$ cat config.mk
export PLATFORM = sky130hd
export DESIGN_NAME = aabb_box_operation_unit
export DESIGN_NICKNAME = d
export VERILOG_FILES = /design/src/rtl/aabb_pkg.sv /design/src/rtl/aabb_box_operation_unit.sv /design/src/rtl/aabb_ctrl.sv /design/src/rtl/aabb_datapath.sv
export VERILOG_INCLUDE_DIRS = /design/src /design/src/rtl
export SDC_FILE = /design/constraint.sdc
export NUM_CORES = 2
export LEC_CHECK = 0
export BUFFER_PORTS_ARGS = -buffer_cell sky130_fd_sc_hd__buf_4
export CORE_UTILIZATION = 36
export DETAILED_ROUTE_END_ITERATION = 8
export PLACE_DENSITY = 0.57
export SYNTH_ARGS = -nofsm -noshare
export SYNTH_HDL_FRONTEND = slang
export SYNTH_SLANG_ARGS = --single-unit
$ cat constraint.sdc
create_clock -name clk -period 24 [get_ports clk]
set_clock_uncertainty 0.15 [all_clocks]
set_input_delay 0 -clock clk [delete_from_list [all_inputs] [get_ports clk]]
set_output_delay 0 -clock clk [all_outputs]
set_load 0.03 [all_outputs]
$ cat src/rtl/aabb_box_operation_unit_defines.svh
// Assertion macros shared by the box operation unit.
`ifndef AABB_BOX_OPERATION_UNIT_DEFINES_SVH
`define AABB_BOX_OPERATION_UNIT_DEFINES_SVH

// Checked at each rising edge outside reset.
`define AABB_ASSERT(lbl, prop, msg) \
	lbl: assert property (@(posedge clk) disable iff (!arst_n) prop) else $error(msg);

// Checked at each rising edge, reset included.
`define AABB_ASSERT_ALWAYS(lbl, prop, msg) \
	lbl: assert property (@(posedge clk) prop) else $error(msg);

`endif

$ cat src/rtl/aabb_pkg.sv
// Types and constants shared by the box operation unit.
package aabb_pkg;

	localparam int unsigned PORT_BITS    = 16;
	localparam int unsigned MEASURE_BITS = 48;

	typedef enum logic [3:0] {
		FN_LOAD       = 4'd0,
		FN_UNION_BOX  = 4'd1,
		FN_UNION_PT   = 4'd2,
		FN_INTERSECT  = 4'd3,
		FN_PT_INSIDE  = 4'd4,
		FN_BOX_INSIDE = 4'd5,
		FN_INSIDE_EQ  = 4'd6,
		FN_OVERLAP    = 4'd7,
		FN_EMPTY      = 4'd8,
		FN_VOLUME     = 4'd9,
		FN_SURFACE    = 4'd10
	} func_t;

	typedef struct packed {
		logic cap;
		logic box_go;
		logic mul1;
		logic mul2;
		logic fin;
	} ctrl_cmd_t;

	typedef struct packed {
		logic is_meas;
	} dp_sts_t;

endpackage

$ cat src/rtl/aabb_box_operation_unit.sv
// Top level of the 3D axis-aligned box operation unit.
//
//   channel | direction | handshake           | payload
//   --------+-----------+---------------------+------------------------------------------
//   in      | to unit   | in_valid, in_stall  | func, min_x/y/z, max_x/y/z
//   out     | from unit | out_valid, out_stall| flag, lo_x/y/z, hi_x/y/z, measure
//
// Box loads, unions, intersections and tests: capture, then evaluate once the output register is free.
// Volume and surface: capture, then two passes through the shared multiplier, then the final sum
// and saturation, which waits for a free output register.
// Reset is asynchronous; the stored box clears to all zero.
// A finished item waits in the output register while the next item is taken in; evaluation
// holds until that register is free.
module aabb_box_operation_unit #(
	parameter int unsigned COORD_BITS = 16
) (
	input  logic               clk,
	input  logic               arst_n,
	input  logic               in_valid,
	output logic               in_stall,
	input  logic [3:0]         func,
	input  logic signed [15:0] min_x,
	input  logic signed [15:0] min_y,
	input  logic signed [15:0] min_z,
	input  logic signed [15:0] max_x,
	input  logic signed [15:0] max_y,
	input  logic signed [15:0] max_z,
	output logic               out_valid,
	input  logic               out_stall,
	output logic               flag,
	output logic signed [15:0] lo_x,
	output logic signed [15:0] lo_y,
	output logic signed [15:0] lo_z,
	output logic signed [15:0] hi_x,
	output logic signed [15:0] hi_y,
	output logic signed [15:0] hi_z,
	output logic [47:0]        measure
);

	aabb_pkg::ctrl_cmd_t cmd;
	aabb_pkg::dp_sts_t   sts;

	aabb_ctrl u_ctrl (
		.clk       (clk),
		.arst_n    (arst_n),
		.in_valid  (in_valid),
		.in_stall  (in_stall),
		.out_valid (out_valid),
		.out_stall (out_stall),
		.sts       (sts),
		.cmd       (cmd)
	);

	aabb_datapath #(
		.COORD_BITS (COORD_BITS)
	) u_datapath (
		.clk     (clk),
		.arst_n  (arst_n),
		.cmd     (cmd),
		.sts     (sts),
		.func    (func),
		.min_x   (min_x),
		.min_y   (min_y),
		.min_z   (min_z),
		.max_x   (max_x),
		.max_y   (max_y),
		.max_z   (max_z),
		.flag    (flag),
		.lo_x    (lo_x),
		.lo_y    (lo_y),
		.lo_z    (lo_z),
		.hi_x    (hi_x),
		.hi_y    (hi_y),
		.hi_z    (hi_z),
		.measure (measure)
	);

endmodule

$ cat src/rtl/aabb_ctrl.sv
// Controller state machine of the box operation unit.
`include "aabb_box_operation_unit_defines.svh"

module aabb_ctrl (
	input  logic                clk,
	input  logic                arst_n,
	input  logic                in_valid,
	output logic                in_stall,
	output logic                out_valid,
	input  logic                out_stall,
	input  aabb_pkg::dp_sts_t   sts,
	output aabb_pkg::ctrl_cmd_t cmd
);

	typedef enum logic [3:0] {
		ST_IDLE = 4'b0001,
		ST_EXEC = 4'b0010,
		ST_MUL2 = 4'b0100,
		ST_FIN  = 4'b1000
	} state_t;

	state_t state_q, state_d;
	logic   out_valid_q;
	logic   out_free;

	assign out_free  = !out_valid_q || !out_stall;
	assign in_stall  = (state_q != ST_IDLE);
	assign out_valid = out_valid_q;

	always_comb begin
		cmd     = '0;
		state_d = state_q;
		unique case (state_q)
			ST_IDLE: begin
				if (in_valid) begin
					cmd.cap = 1'b1;
					state_d = ST_EXEC;
				end
			end
			ST_EXEC: begin
				if (sts.is_meas) begin
					cmd.mul1 = 1'b1;
					state_d  = ST_MUL2;
				end else if (out_free) begin
					cmd.box_go = 1'b1;
					state_d    = ST_IDLE;
				end
			end
			ST_MUL2: begin
				cmd.mul2 = 1'b1;
				state_d  = ST_FIN;
			end
			ST_FIN: begin
				if (out_free) begin
					cmd.fin = 1'b1;
					state_d = ST_IDLE;
				end
			end
			default: begin
				state_d = ST_IDLE;
			end
		endcase
	end

	always_ff @(posedge clk or negedge arst_n) begin
		if (!arst_n) begin
			state_q     <= ST_IDLE;
			out_valid_q <= 1'b0;
		end else begin
			state_q <= state_d;
			if (cmd.box_go || cmd.fin) begin
				out_valid_q <= 1'b1;
			end else if (!out_stall) begin
				out_valid_q <= 1'b0;
			end
		end
	end

	`AABB_ASSERT(a_accept_to_exec, (in_valid && !in_stall) |=> (state_q == ST_EXEC), "accepted item did not enter evaluation")
	`AABB_ASSERT(a_load_needs_room, (cmd.box_go || cmd.fin) |-> (!out_valid_q || !out_stall), "result loaded over a waiting item")
	`AABB_ASSERT(a_mul2_to_fin, (state_q == ST_MUL2) |=> (state_q == ST_FIN), "second product not followed by finish")
	`AABB_ASSERT_ALWAYS(a_reset_quiet, !arst_n |-> (!out_valid && !in_stall), "unit not quiet in reset")

endmodule

$ cat src/rtl/aabb_datapath.sv
// Datapath of the box operation unit: stored box, tests, shared multiplier.
module aabb_datapath #(
	parameter int unsigned COORD_BITS = 16
) (
	input  logic                clk,
	input  logic                arst_n,
	input  aabb_pkg::ctrl_cmd_t cmd,
	output aabb_pkg::dp_sts_t   sts,
	input  logic [3:0]          func,
	input  logic signed [15:0]  min_x,
	input  logic signed [15:0]  min_y,
	input  logic signed [15:0]  min_z,
	input  logic signed [15:0]  max_x,
	input  logic signed [15:0]  max_y,
	input  logic signed [15:0]  max_z,
	output logic                flag,
	output logic signed [15:0]  lo_x,
	output logic signed [15:0]  lo_y,
	output logic signed [15:0]  lo_z,
	output logic signed [15:0]  hi_x,
	output logic signed [15:0]  hi_y,
	output logic signed [15:0]  hi_z,
	output logic [47:0]         measure
);

	localparam int unsigned CW = COORD_BITS;
	localparam int unsigned PB = aabb_pkg::PORT_BITS;
	localparam int unsigned MB = aabb_pkg::MEASURE_BITS;
	localparam int unsigned PW = 3 * CW + 1;
	localparam int unsigned SW = (3 * CW + 3 > MB + 1) ? 3 * CW + 3 : MB + 1;

	typedef logic signed [CW-1:0] coord_t;

	function automatic coord_t cmin(coord_t a, coord_t b);
		return (a < b) ? a : b;
	endfunction

	function automatic coord_t cmax(coord_t a, coord_t b);
		return (a > b) ? a : b;
	endfunction

	function automatic logic [PB-1:0] to_port(coord_t c);
		logic [CW+PB-1:0] sx;
		sx = {{PB{c[CW-1]}}, c};
		return sx[PB-1:0];
	endfunction

	logic [PB-1:0]    fld [6];
	logic [CW+PB-1:0] fld_ext [6];
	coord_t           fld_c [6];

	aabb_pkg::func_t  func_q;
	coord_t           in_q [6];
	coord_t           box_q [6];
	coord_t           box_d [6];
	logic             flag_d;

	logic             pin_a, pin_b, eq, ov, em;

	logic signed [CW:0] diff [3];
	logic signed [CW:0] mag [3];
	logic [CW-1:0]      edge_q [3];

	logic             is_surf;
	logic [2*CW-1:0]  mul_a;
	logic [CW:0]      mul_b;
	logic [PW-1:0]    mul_p;
	logic [PW-1:0]    p1_q, p2_q;
	logic [SW-1:0]    res;
	logic [MB-1:0]    meas_d;

	logic             flag_q;
	logic [PB-1:0]    out_c_q [6];
	logic [MB-1:0]    meas_q;

	assign fld[0] = min_x;
	assign fld[1] = min_y;
	assign fld[2] = min_z;
	assign fld[3] = max_x;
	assign fld[4] = max_y;
	assign fld[5] = max_z;

	always_comb begin
		for (int i = 0; i < 6; i++) begin
			fld_ext[i] = {{CW{1'b0}}, fld[i]};
			fld_c[i]   = coord_t'(fld_ext[i][CW-1:0]);
		end
	end

	always_ff @(posedge clk) begin
		if (cmd.cap) begin
			func_q <= aabb_pkg::func_t'(func);
			in_q   <= fld_c;
		end
	end

	assign is_surf     = (func_q == aabb_pkg::FN_SURFACE);
	assign sts.is_meas = (func_q == aabb_pkg::FN_VOLUME) || is_surf;

	always_comb begin
		pin_a = 1'b1;
		pin_b = 1'b1;
		eq    = 1'b1;
		ov    = 1'b1;
		em    = 1'b0;
		for (int a = 0; a < 3; a++) begin
			pin_a = pin_a && (in_q[a] > box_q[a]) && (in_q[a] < box_q[a+3]);
			pin_b = pin_b && (in_q[a+3] > box_q[a]) && (in_q[a+3] < box_q[a+3]);
			ov = ov && ((in_q[a] >= box_q[a] && in_q[a] <= box_q[a+3])
				|| (in_q[a+3] >= box_q[a] && in_q[a+3] <= box_q[a+3])
				|| (box_q[a] >= in_q[a] && box_q[a] <= in_q[a+3])
				|| (box_q[a+3] >= in_q[a] && box_q[a+3] <= in_q[a+3]));
			em = em || (box_q[a] >= box_q[a+3]);
		end
		for (int i = 0; i < 6; i++) begin
			eq = eq && (box_q[i] == in_q[i]);
		end

		box_d  = box_q;
		flag_d = 1'b0;
		case (func_q)
			aabb_pkg::FN_LOAD: begin
				box_d = in_q;
			end
			aabb_pkg::FN_UNION_BOX: begin
				for (int a = 0; a < 3; a++) begin
					box_d[a]   = cmin(cmin(box_q[a], box_q[a+3]), cmin(in_q[a], in_q[a+3]));
					box_d[a+3] = cmax(cmax(box_q[a], box_q[a+3]), cmax(in_q[a], in_q[a+3]));
				end
			end
			aabb_pkg::FN_UNION_PT: begin
				for (int a = 0; a < 3; a++) begin
					box_d[a]   = cmin(cmin(box_q[a], box_q[a+3]), in_q[a]);
					box_d[a+3] = cmax(cmax(box_q[a], box_q[a+3]), in_q[a]);
				end
			end
			aabb_pkg::FN_INTERSECT: begin
				for (int a = 0; a < 3; a++) begin
					box_d[a]   = cmax(box_q[a], in_q[a]);
					box_d[a+3] = cmin(box_q[a+3], in_q[a+3]);
				end
			end
			aabb_pkg::FN_PT_INSIDE:  flag_d = pin_a;
			aabb_pkg::FN_BOX_INSIDE: flag_d = pin_a && pin_b;
			aabb_pkg::FN_INSIDE_EQ:  flag_d = eq || (pin_a && pin_b);
			aabb_pkg::FN_OVERLAP:    flag_d = ov;
			aabb_pkg::FN_EMPTY:      flag_d = em;
			default: begin
				flag_d = 1'b0;
			end
		endcase
	end

	always_comb begin
		for (int a = 0; a < 3; a++) begin
			diff[a] = {box_q[a+3][CW-1], box_q[a+3]} - {box_q[a][CW-1], box_q[a]};
			mag[a]  = diff[a][CW] ? -diff[a] : diff[a];
		end
	end

	always_ff @(posedge clk) begin
		for (int a = 0; a < 3; a++) begin
			edge_q[a] <= mag[a][CW-1:0];
		end
	end

	always_comb begin
		if (cmd.mul2) begin
			if (is_surf) begin
				mul_a = {{CW{1'b0}}, edge_q[0]};
				mul_b = {1'b0, edge_q[1]} + {1'b0, edge_q[2]};
			end else begin
				mul_a = p1_q[2*CW-1:0];
				mul_b = {1'b0, edge_q[2]};
			end
		end else begin
			if (is_surf) begin
				mul_a = {{CW{1'b0}}, edge_q[1]};
				mul_b = {1'b0, edge_q[2]};
			end else begin
				mul_a = {{CW{1'b0}}, edge_q[0]};
				mul_b = {1'b0, edge_q[1]};
			end
		end
		mul_p = PW'(mul_a) * PW'(mul_b);
	end

	always_ff @(posedge clk) begin
		if (cmd.mul1) begin
			p1_q <= mul_p;
		end
		if (cmd.mul2) begin
			p2_q <= mul_p;
		end
	end

	always_comb begin
		if (is_surf) begin
			res = (SW'(p1_q) + SW'(p2_q)) << 1;
		end else begin
			res = SW'(p2_q);
		end
		meas_d = (|res[SW-1:MB]) ? {MB{1'b1}} : res[MB-1:0];
	end

	always_ff @(posedge clk or negedge arst_n) begin
		if (!arst_n) begin
			for (int i = 0; i < 6; i++) begin
				box_q[i] <= '0;
			end
		end else if (cmd.box_go) begin
			box_q <= box_d;
		end
	end

	always_ff @(posedge clk) begin
		if (cmd.box_go) begin
			flag_q <= flag_d;
			meas_q <= '0;
			for (int i = 0; i < 6; i++) begin
				out_c_q[i] <= to_port(box_d[i]);
			end
		end else if (cmd.fin) begin
			flag_q <= 1'b0;
			meas_q <= meas_d;
			for (int i = 0; i < 6; i++) begin
				out_c_q[i] <= to_port(box_q[i]);
			end
		end
	end

	assign flag    = flag_q;
	assign lo_x    = out_c_q[0];
	assign lo_y    = out_c_q[1];
	assign lo_z    = out_c_q[2];
	assign hi_x    = out_c_q[3];
	assign hi_y    = out_c_q[4];
	assign hi_z    = out_c_q[5];
	assign measure = meas_q;

endmodule

Word-level counts from Yosys, hierarchy flattened. Memories as Yosys holds them, arrays and structs flattened. Cells that the tools add are included.

Shifts and indexed selects: 0. Add/subtract/negate cells: 8. Eq/ne operators: 23. $mul: 1. Div/mod/pow operators: 0. Mux-type cells: 70. Reduce and logical (&&, ||, !) cells: 50. Magnitude comparators: 69. Bitwise logic cells: 6.

Operators by type and width (number): 2-to-1 mux 16 bit (41); case mux 96 bit (4 select lines) (1); > comparator 16 bit (21); < comparator 16 bit (21); >= comparator 16 bit (15); less-or-equal comparator 16 bit (12); == test 16 bit (6); 2-to-1 mux 32 bit (2); 2-to-1 mux 51 bit (1); subtractor 16 x 16 -> 17 bit (3); adder 49 x 49 -> 50 bit (1); multiplier 32 x 17 -> 49 bit (1); 2-to-1 mux 48 bit (1); negation 16 bit (3); 2-to-1 mux 17 bit (2); logical AND 1 bit (30); == test 4 x 3 -> 1 bit (second input constant) (5); adder 16 x 16 -> 17 bit (1); == test 4 bit (second input constant) (4); 2-to-1 mux 1 bit (16); case mux 4 bit (4 select lines) (1); logical OR 1 bit (15); == test 4 x 2 -> 1 bit (second input constant) (3); 2-to-1 mux 4 bit (3); 11 further kinds (18).

Memories kept: 2. Output and inout bits: 147. Input port bits: 104. Register bits: 348. RAM bits: 144. Word-level logic and storage cells: 248. ROM bits: 0. Latch bits: 0.

Memory list: u_datapath.out_c_q (depth 6, width 16, rd ports 6, clocked after Yosys merged registers in 0, write ports 6, RTL line aabb_datapath.sv:73) `logic [PB-1:0] out_c_q [6];`; u_datapath.edge_q (depth 3, width 16, rd ports 3, clocked after Yosys merged registers in 0, write ports 3, RTL line aabb_datapath.sv:62) `logic [CW-1:0] edge_q [3];`.

Depth between registers and ports, before layout.
Depth after elaboration: 10. Gate-level depth with buffers: 39. Mapped depth without buffers: 38.

Modules after synthesis. Synthesis repeated with hierarchy kept, for this count alone.

Cell total of the unflattened synthesis: 6610. Area total of the unflattened synthesis: 58442.3 um^2.

By module, submodules not included: aabb_datapath (instances 1, sequential area each 13182.6 um^2, area each 58097.0 um^2, cells an instance 6574); aabb_ctrl (instances 1, sequential area each 126.4 um^2, area each 345.3 um^2, cells an instance 36).

Least setup slack after synthesis. OpenSTA, ideal clock, no wires.

Path kind: register -> register. Start point: register u_ctrl.state_q[3]. End point: register u_datapath.p1_q[38], data pin. Buffers on the path: 2. Period minus slack after synthesis: 9.782 ns. Stages on the path, launching flop included: 32. Library setup time: 0.268 ns. Slack: 14.218 ns. Arrival: 9.364 ns. Data required time: 23.582 ns. Cells stage by stage: dfrtp_1 > or4b_2 > inv_1 > clkbuf_1 > nand2_1 > nor3_1 > a221o_1 > clkbuf_1 > nand2_1 > fa_1 > inv_1 > fa_1 > inv_1 > fa_1 > inv_1 > fa_1 > fa_1 > inv_1 > fa_1 > inv_1 > ha_1 > a21oi_1 > o21ai_0 > a21o_1 > a221o_1 > nand2_1 > a211oi_1 > o311a_1 > o21ai_0 > a21oi_1 > a221oi_1 > xnor2_1.

Word-level cells in the longest chain between the ends: 4. Elaborated cells on any way between the ends: 5. Classes of those cells: mul (1); eq/ne (1); mux (3).

RTL lines: start, declared (RTL line aabb_ctrl.sv:22) `state_t state_q, state_d;`; start signal, assigned (RTL line aabb_ctrl.sv:70) `state_q <= state_d;`; == test 4 x 3 -> 1 bit * (RTL line aabb_ctrl.sv:33) `unique case (state_q)`; 2-to-1 mux 1 bit * (RTL line aabb_ctrl.sv:33); 2-to-1 mux 32 bit / 2-to-1 mux 17 bit (equally long branches) (RTL line aabb_datapath.sv:168) `if (cmd.mul2) begin`; multiplier 32 x 17 -> 49 bit * (RTL line aabb_datapath.sv:185) `mul_p = PW'(mul_a) * PW'(mul_b);`; net u_datapath.mul_p[38] (RTL line aabb_datapath.sv:67) `logic [PW-1:0] mul_p;`; end signal, assigned (RTL line aabb_datapath.sv:190) `p1_q <= mul_p;`; end, declared (RTL line aabb_datapath.sv:68) `logic [PW-1:0] p1_q, p2_q;`.

Mark *: on every way through the listed nets, which the timed path passes. The rest lies on a longest branch. A chain may end at the register's enable or synchronous reset.

Final worst setup path.
Start point: register u_datapath.func_q[1]. End point: register u_datapath.p1_q[43], data pin.

Word-level cells in the longest chain between the ends: 4. Elaborated cells on any way between the ends: 8. Classes of those cells: mul (1); eq/ne (1); mux (6).

RTL lines: start, declared (RTL line aabb_datapath.sv:52) `aabb_pkg::func_t func_q;`; start signal, assigned (RTL line aabb_datapath.sv:92) `func_q <= aabb_pkg::func_t'(func);`; == test 4 bit * (RTL line aabb_datapath.sv:97) `assign is_surf = (func_q == aabb_pkg::FN_SURFACE);`; 2-to-1 mux 16 bit (tied with other cells) (RTL line aabb_datapath.sv:177) `if (is_surf) begin`; 2-to-1 mux 32 bit / 2-to-1 mux 17 bit (equally long branches) (RTL line aabb_datapath.sv:168); multiplier 32 x 17 -> 49 bit * (RTL line aabb_datapath.sv:185); net u_datapath.mul_p[43] (RTL line aabb_datapath.sv:67).

Marks and branches as above.

==> Flow_metrics.wiki <==
{| class="wikitable"
! Metric !! Value
|-
| I/O pin cnt || 251
|-
| TritonCTS clock tree || done
|-
| Max Cap Violations || 0
|-
| Initial Util || 36.4%
|-
| # fillers || 15700
|-
| Cell type contributing the most total cell area after synthesis || fa_1
|-
| Relative slew slack || 12.8%
|-
| Number of synthesized register bits || 492
|-
| Setup_tns || 0 ns
|-
| Post-Place Cells || 8675
|-
| Detail-routed via count per cell || 5.71
|-
| Final-stage net count || 8090
|-
| TritonCTS Buffers || 55
|-
| Register area share after synthesis || 23.0%
|-
| Post-synthesis cell count || 6536
|-
| Total number of H-tree levels || 2
|-
| DRC violations left || 0
|-
| Number of resized instances in the post-cts repair step || 0
|-
| Global-route wire length before repair || 318000 um
|-
| Area share of the leading cell type in the synthesized netlist || 15.7%
|-
| Core ar. || 159000 um2
|-
| Most repeated cell in the gate-level netlist after synthesis || inv_1
|-
| Global placer's final weighted congestion || 0.980
|-
| Summed instance area of the synthesized netlist || 57800 um2
|-
| Worst path required time || 24.26 ns
|-
| Post-CTS Hold Fix Bufs || 205
|-
| Floorplan die area || 162000 um2
|-
| Post-placement setup slack || 13.42 ns
|-
| Endpoint kind of the worst setup timing path || register
|-
| Area growth from synthesis to final layout || 14.1%
|-
| Remaining number of nets flagged by the antenna check after routing || 0
|-
| Total of buffers placed on input and output ports || 250
|-
| Pin count of the biggest net entering global routing || 70
|-
| Kind of launch point of the worst setup path || register
|-
| Remaining global-route overflow || 0
|-
| Share of final-layout standard cells stronger than drive strength 1 || 8.23%
|-
| Maximum clock rate || 93.0 MHz
|-
| Overall die width || 403 um
|-
| Antenna violations before repair || 0
|-
| Synth cell count leaders || inv_1, nand2_1, ha_1, fa_1, a21oi_1
|-
| Unique cell type count in the Yosys netlist || 96
|-
| TritonCTS Sinks || 492
|-
| Via count of the first global-routing pass || 51000
|-
| Max incr delay on CP || 0.87 ns
|-
| Routed WL per cell || 23.5 um
|-
| Proportion of synthesized flip-flops having asynchronous set or reset || 20.5%
|-
| Clock network latency to the later pin of the worst-skew pair || 0.68 ns
|-
| Final critical-path required period || 10.75 ns
|-
| Final critical-path setup slack || 13.25 ns
|-
| Clock Tree Root || clkbuf_16
|-
| Clock tree buffer depth || 3
|-
| CP arrival || 11.02 ns
|-
| Yosys warnings || 0
|-
| Filler-free cell count of the finished design || 8985
|-
| Final Hold Fails || 0
|-
| Outcome || finished clean
|-
| Placed wire-length estimate || 164000 um
|-
| Number of post-CTS setup repair buffers || 0
|-
| Total number of vias || 51300
|-
| Final-report max-slew violation count || 0
|-
| Kind of path behind the tightest hold check || in2reg
|-
| Row count || 146
|-
| Mean instance size in the synthesized netlist || 8.85 um2
|-
| Die height || 403 um
|-
| Number of design-rule violations left by the first detailed-router iteration || 4564
|-
| Main synth FF type || edfxtp_1
|-
| Portion of the clock cycle consumed by the worst path in the final layout || 44.8%
|-
| Total global-route track usage || 25.5%
|-
| Setup repair after global routing missed its margin || false
|-
| # setup viols final || 0
|-
| Post-detailed-routing wire length || 211000 um
|-
| Cell types occupying the most area after synthesis || fa_1, edfxtp_1, ha_1
|-
| Worst-path clk slew || 0.08 ns
|-
| 1st-pass router iterations || 7
|-
| Library cell appearing most often on the critical path || fa_1
|-
| Worst setup path category || reg2reg
|-
| Actual slew at the worst max-slew pin || 1.31 ns
|-
| Worst path slowest cell || nand2_1
|-
| Worst-path maximum fanout || 31
|-
| Number of synthesized flops with an enable pin || 295
|}
==> cell type report <==
type	count	area, um2	share of cell area (%)
repair buffers	538	4550	6.90
flip-flops and latches	492	13300	20.2
well taps	2072	2590	3.93
clock buffers	64	1450	2.20
multi-input cells	4920	40400	61.2
diodes	1	2.50	0.00379
clock inverters	40	464	0.703
inverters	858	3230	4.89
==> logic make-up after synthesis <==
family | count (synthesis) | share of synthesized area (%)
adders and majority gates | 1121 | 30.2
buffers and inverters | 1138 | 7.50
xor gates and xnor gates | 174 | 2.64
AOI/OAI and AO/OA | 1606 | 18.2
DFF | 492 | 23.0
other | 2 | 0.0130
and+or+nand+nor | 1780 | 14.4
muxes | 223 | 4.00
==> critical path, delay by kind of cell, from the launching register on <==
family / cells / cell delay [ns]
adders and majority gates: 7 / 3.39
and+or+nand+nor: 9 / 2.98
AOI/OAI and AO/OA: 8 / 2.59
buffers and inverters: 7 / 0.81
DFF: 1 / 0.34
xor gates and xnor gates: 1 / 0.17
==> registers in the layout, indices dropped and copies added, names as in the netlist <==
| register | flops |
|---|---|
| u_datapath.p2_q | 49 |
| u_datapath.out_c_q | 96 |
| u_datapath.box_q | 96 |
| u_datapath.edge_q | 48 |
| u_datapath.measure | 48 |
| u_ctrl.state_q | 4 |
| u_ctrl.out_valid | 1 |
| u_datapath.in_q | 96 |
| u_datapath.flag | 1 |
| u_datapath.p1_q | 49 |
| u_datapath.func_q | 4 |
==> layer usage <==
layer	global-route usage, %	up-vias	wire length, um	part of all wire, %
met2	39.9	1970	93100	44
met5	0	-	0	0
met1	36.0	25500	95600	45
li1	-	23500	-	-
met3	3.22	334	13800	6.6
met4	9.26	0	8320	3.9
==> through the flow <==
| step | cell area (um2) | hold WS, ns | utilization [%] |
|---|---|---|---|
| global placement | 62000 | -0.271 | 39.0 |
| detailed placement | 62000 | -0.266 | 39.0 |
| CTS | 66000 | 0.0610 | 41.5 |
| floorplan | 57900 | -0.446 | - |
| global route | 66000 | 0.127 | 41.5 |
| finish | 66000 | 0.110 | 41.5 |
==> path summary, 6_finish.rpt <==
check | start | endpoint | slack (ns) | depth (start not counted)
min in group asynchronous | arst_n | u_datapath.box_q[20] | 0.47 | 4
worst min-delay path | out_stall | u_ctrl.state_q[3] | 0.11 | 4
max in group asynchronous | arst_n | u_datapath.box_q[14] | 22.00 | 5
worst max register to register | u_datapath.func_q[1] | u_datapath.p1_q[43] | 13.25 | 32
worst min register to register | u_datapath.measure[17] | u_datapath.measure[17] | 0.33 | 1
worst max-delay path | u_datapath.func_q[1] | u_datapath.p1_q[43] | 13.25 | 32
==> cells in the final DEF, fill, tap and decap left out, types with 36 or more instances in the layout <==
cell type and instances:
nand2b_1 63, dfrtp_1 100, dlygate4sd3_1 205, buf_4 333, o211ai_1 67, a21oi_1 395
mux2i_1 158, o21ai_0 351, a22o_1 91, xor2_1 64, xnor2_1 109, nand2_1 669
edfxtp_1 295, o21a_1 75, mux2_2 64, nand3_1 189, and2_1 94, nand4_1 89
o22ai_1 36, nor2_1 366, clkbuf_16 55, ha_1 667, a211oi_1 71, and3_1 44
nor3_1 57, inv_1 855, nor2b_1 66, fa_1 454, a21o_1 159, dfxtp_1 96
a22oi_1 39
Power is left out: the tool's default activity adds up to more than one toggle a clock period on the data nets, which glitch-free logic cannot reach.
